### src/design/fdra_ram.sv
module fdra_ram #(
  parameter int WIDTH = 32,
  parameter int DEPTH = 64
) (
  input  logic                                   clk,
  input  logic                                   we,
  input  logic [(DEPTH > 1 ? $clog2(DEPTH) : 1)-1:0] waddr,
  input  logic [WIDTH-1:0]                       wdata,
  input  logic [(DEPTH > 1 ? $clog2(DEPTH) : 1)-1:0] raddr,
  output logic [WIDTH-1:0]                       rdata
);

  logic [WIDTH-1:0] mem [DEPTH];

  always_ff @(posedge clk) begin
    if (we) begin
      mem[waddr] <= wdata;
    end
    rdata <= mem[raddr];
  end

endmodule

### config.mk
export PLATFORM = sky130hd
export DESIGN_NAME = fdra_ram
export DESIGN_NICKNAME = d
export VERILOG_FILES = /design/src/design/fdra_ram.sv
export SDC_FILE = /design/constraint.sdc
export NUM_CORES = 2
export LEC_CHECK = 0
export BUFFER_PORTS_ARGS = -buffer_cell sky130_fd_sc_hd__buf_4
export CAP_MARGIN = 20
export CORE_MARGIN = 4
export CORE_UTILIZATION = 50
export DETAILED_ROUTE_END_ITERATION = 10
export GPL_ROUTABILITY_DRIVEN = 0
export PLACE_DENSITY = 0.67
export SLEW_MARGIN = 40
export SYNTH_ARGS = -nofsm -noshare
export SYNTH_HDL_FRONTEND = slang
export SYNTH_SLANG_ARGS = --single-unit
### constraint.sdc
create_clock -name clk -period 7.4 [get_ports clk]
set_input_delay 0 -clock clk [delete_from_list [all_inputs] [get_ports clk]]
set_output_delay 0 -clock clk [all_outputs]
set_load 0.01 [all_outputs]
==> reports/results.tsv <==
metric	value	unit
status	completed	
grt_use_total	0.244	
area_growth	13.1	%
worstPathRequired	8.07	ns
synth_top_family_by_area	multiplexers	
finalNetCount	3605	
avgSynthCellArea	23.6	um2
slew_viol_final	0	
crit_type	input pin to register	
vias	37291	
synth_area	78500	um2
clk_path_buf_depth	3	
fp.dieH	404	um
wl_per_cell	34.0	um
rsz0062_at_grt	no	
whs	0.104	ns
die_w	404	um
clockRootBuffer	clkbuf_16	
initial_core_util	0.503	
yosysTopAreaCell	edfxtp_1	
synthMuxAreaShare	0.168	
drive_gt1_frac	0.288	
syn-num-nets	3370	
nFillCells	11173	
worstSetupStartpointType	input pin	
cts_tree	yes	
ir_drop	257	uV
ys_seq_area_frac	0.791	
portBuffers	77	
p_leak	27.5	nW
row_count	145	
hold_viol_final	0	
maxSlewHeadroom	0.414	
synth_compound_area_frac	0.0167	
tns	0	ns
synthSimpleGateAreaFrac	0.0127	
clock_latency	0.81	ns
cts_resized	0	
ios	78	
core	156000	um2
synth_top_area_share	0.783	
synth_xor_area_frac	0	
die_area	163000	um2
grt_pass1_vias	37383	
cts_buffers	199	
worstMarginPinSlew	0.880	ns
synthTopCellsByArea	edfxtp_1 (78%), mux4_2 (16%), mux2i_1 (1.2%), dfxtp_1 (0.82%), o22ai_1 (0.67%)	
antenna_left	0	
end_kind	register	
hp-class	input pin to register	
ys_seq_elements	2080	
postCtsSetupBuffers	0	
clock.fmax	0.312	GHz
yosysUniqueCellTypes	34	
critical_path_peak_fanout	101	
arrival	3.88	ns
drc	0	
period_needed	3.21	ns
synthAdderAreaFrac	0	
htreeDepth	4	
skew	0.0226	ns
clock-sinks	2080	
grt_max_degree	118	
final.period_utilization	0.433	
yosysWarnings	0	
synthCells	3324	
grt_pass1_wl	281000	um
gr-total-overflow	0	
power.density	269	nW/um2
hpwl	101000	um
setup_violations	0	
first_pass_iters	6	
drv_cap	0	
drtIter0Drc	5159	
routed_wl	197000	um
clk_pin_slew	0.07	ns
antenna_found_initial	9	
via_per_inst	6.44	
## synthesized netlist by cell type
master	number
edfxtp_1	2048
mux4_2	544
nor2_1	137
mux2i_1	93
o22ai_1	84
clkbuf_1	74
a21oi_1	62
buf_2	57
dfxtp_1	32
o221ai_1	27
nand2_1	26
buf_4	25
buf_1	21
nor2b_1	15
a22oi_1	12
a311oi_1	8
nand2b_1	8
nor3_1	7
buf_6	5
nand3_1	5
nand3b_1	5
a41o_1	4
and3_1	4
o32ai_1	4
or3_1	3
or3b_2	3
and2_1	2
nand4_1	2
or3b_1	2
a31oi_1	1
nand4b_1	1
or2_0	1
or2_1	1
or2_2	1
## kinds of logic after synthesis
kind of cell,count (synthesis)
AO/OA/AOI/OAI,202
AND/OR/NAND/NOR,223
buffers and inverters,182
flip-flops,2080
multiplexers,637
## area by class of cell
type	count	area, um2	area share
sequential	2080	62100	0.700
multi-input combinational	1062	16000	0.180
clock buffer	266	5410	0.0609
tap	2058	2570	0.0290
timing repair buffer	216	1890	0.0213
clock inverter	105	746	0.00840
antenna	3	7.51	0.0000846
## state kept, by name, summed over array words and instances (netlist names)
register  flops
rdata        32
mem        2048
## layout by cell type (no fill, tap or decap), drive strengths merged, types with 3 or more instances in the layout
cell type,synthesis,routed
a21oi,62,62
a22oi,12,12
a311oi,8,8
a41o,4,4
and3,4,4
buf,108,175
bufinv,0,8
clkbuf,74,266
clkinv,0,86
dfxtp,32,32
diode,0,3
dlygate4sd3,0,41
edfxtp,2048,2048
inv,0,9
mux2i,93,93
mux4,544,544
nand2,26,26
nand2b,8,8
nand3,5,5
nand3b,5,5
nor2,137,137
nor2b,15,15
nor3,7,7
o221ai,27,27
o22ai,84,84
o32ai,4,4
or2,3,3
or3,3,3
or3b,5,5
## metal layers
| layer | part of all wire | GRT usage | wire [um] | up-vias |
|---|---|---|---|---|
| met3 | 0.10 | 0.0475 | 20600 | 294 |
| met4 | 0.025 | 0.0663 | 4890 | 6 |
| met2 | 0.47 | 0.375 | 93200 | 2113 |
| li1 | - | - | - | 14748 |
| met5 | 0.00017 | 0 | 34 | - |
| met1 | 0.40 | 0.363 | 78300 | 20130 |
## per-stage QoR
step | setup WS [ns] | area (um2) | total power [mW] | cells | utilization
floorplan | 4.24 | 78500 | 14.0 | 3324 | -
global route | 4.08 | 88800 | 24.7 | 5788 | 0.568
detailed placement | 3.78 | 82200 | 14.5 | 5373 | 0.526
finish | 4.19 | 88800 | 23.9 | 5790 | 0.568
CTS | 4.10 | 88700 | 24.1 | 5785 | 0.568
global placement | 3.75 | 82100 | 14.5 | 5370 | 0.526
## where the power goes
group | internal, mW | switching (mW) | leakage, nW | total [mW]
logic | 0.454 | 0.710 | 5.80 | 1.16
clock network | 5.40 | 4.25 | 3.04 | 9.65
registers | 13.0 | 0.0570 | 18.7 | 13.1
## final timing paths
| kind | start | end | slack [ns] | cells after the start |
|---|---|---|---|---|
| min reg2reg | mem[13][8] | rdata[8] | 0.74 | 4 |
| max reg2reg | mem[39][0] | rdata[0] | 5.22 | 4 |
| max | raddr[1] | rdata[0] | 4.19 | 8 |
| min | waddr[4] | mem[53][23] | 0.10 | 3 |
## critical path, cell delays in order
cell	delay (ns)
dlygate4sd3_1	0.56
buf_8	0.45
buf_12	0.56
buf_4	0.59
mux4_2	0.39
mux4_2	0.49
o22ai_1	0.59
nor2_1	0.13
## what timing repair did
action | in CTS | in global routing
hold buffers | 41 | 0
hold endpoints to repair | 2080 | 0
endpoints found under the setup margin | 0 | 0
Note: power is estimated with default switching activity, not from simulation.
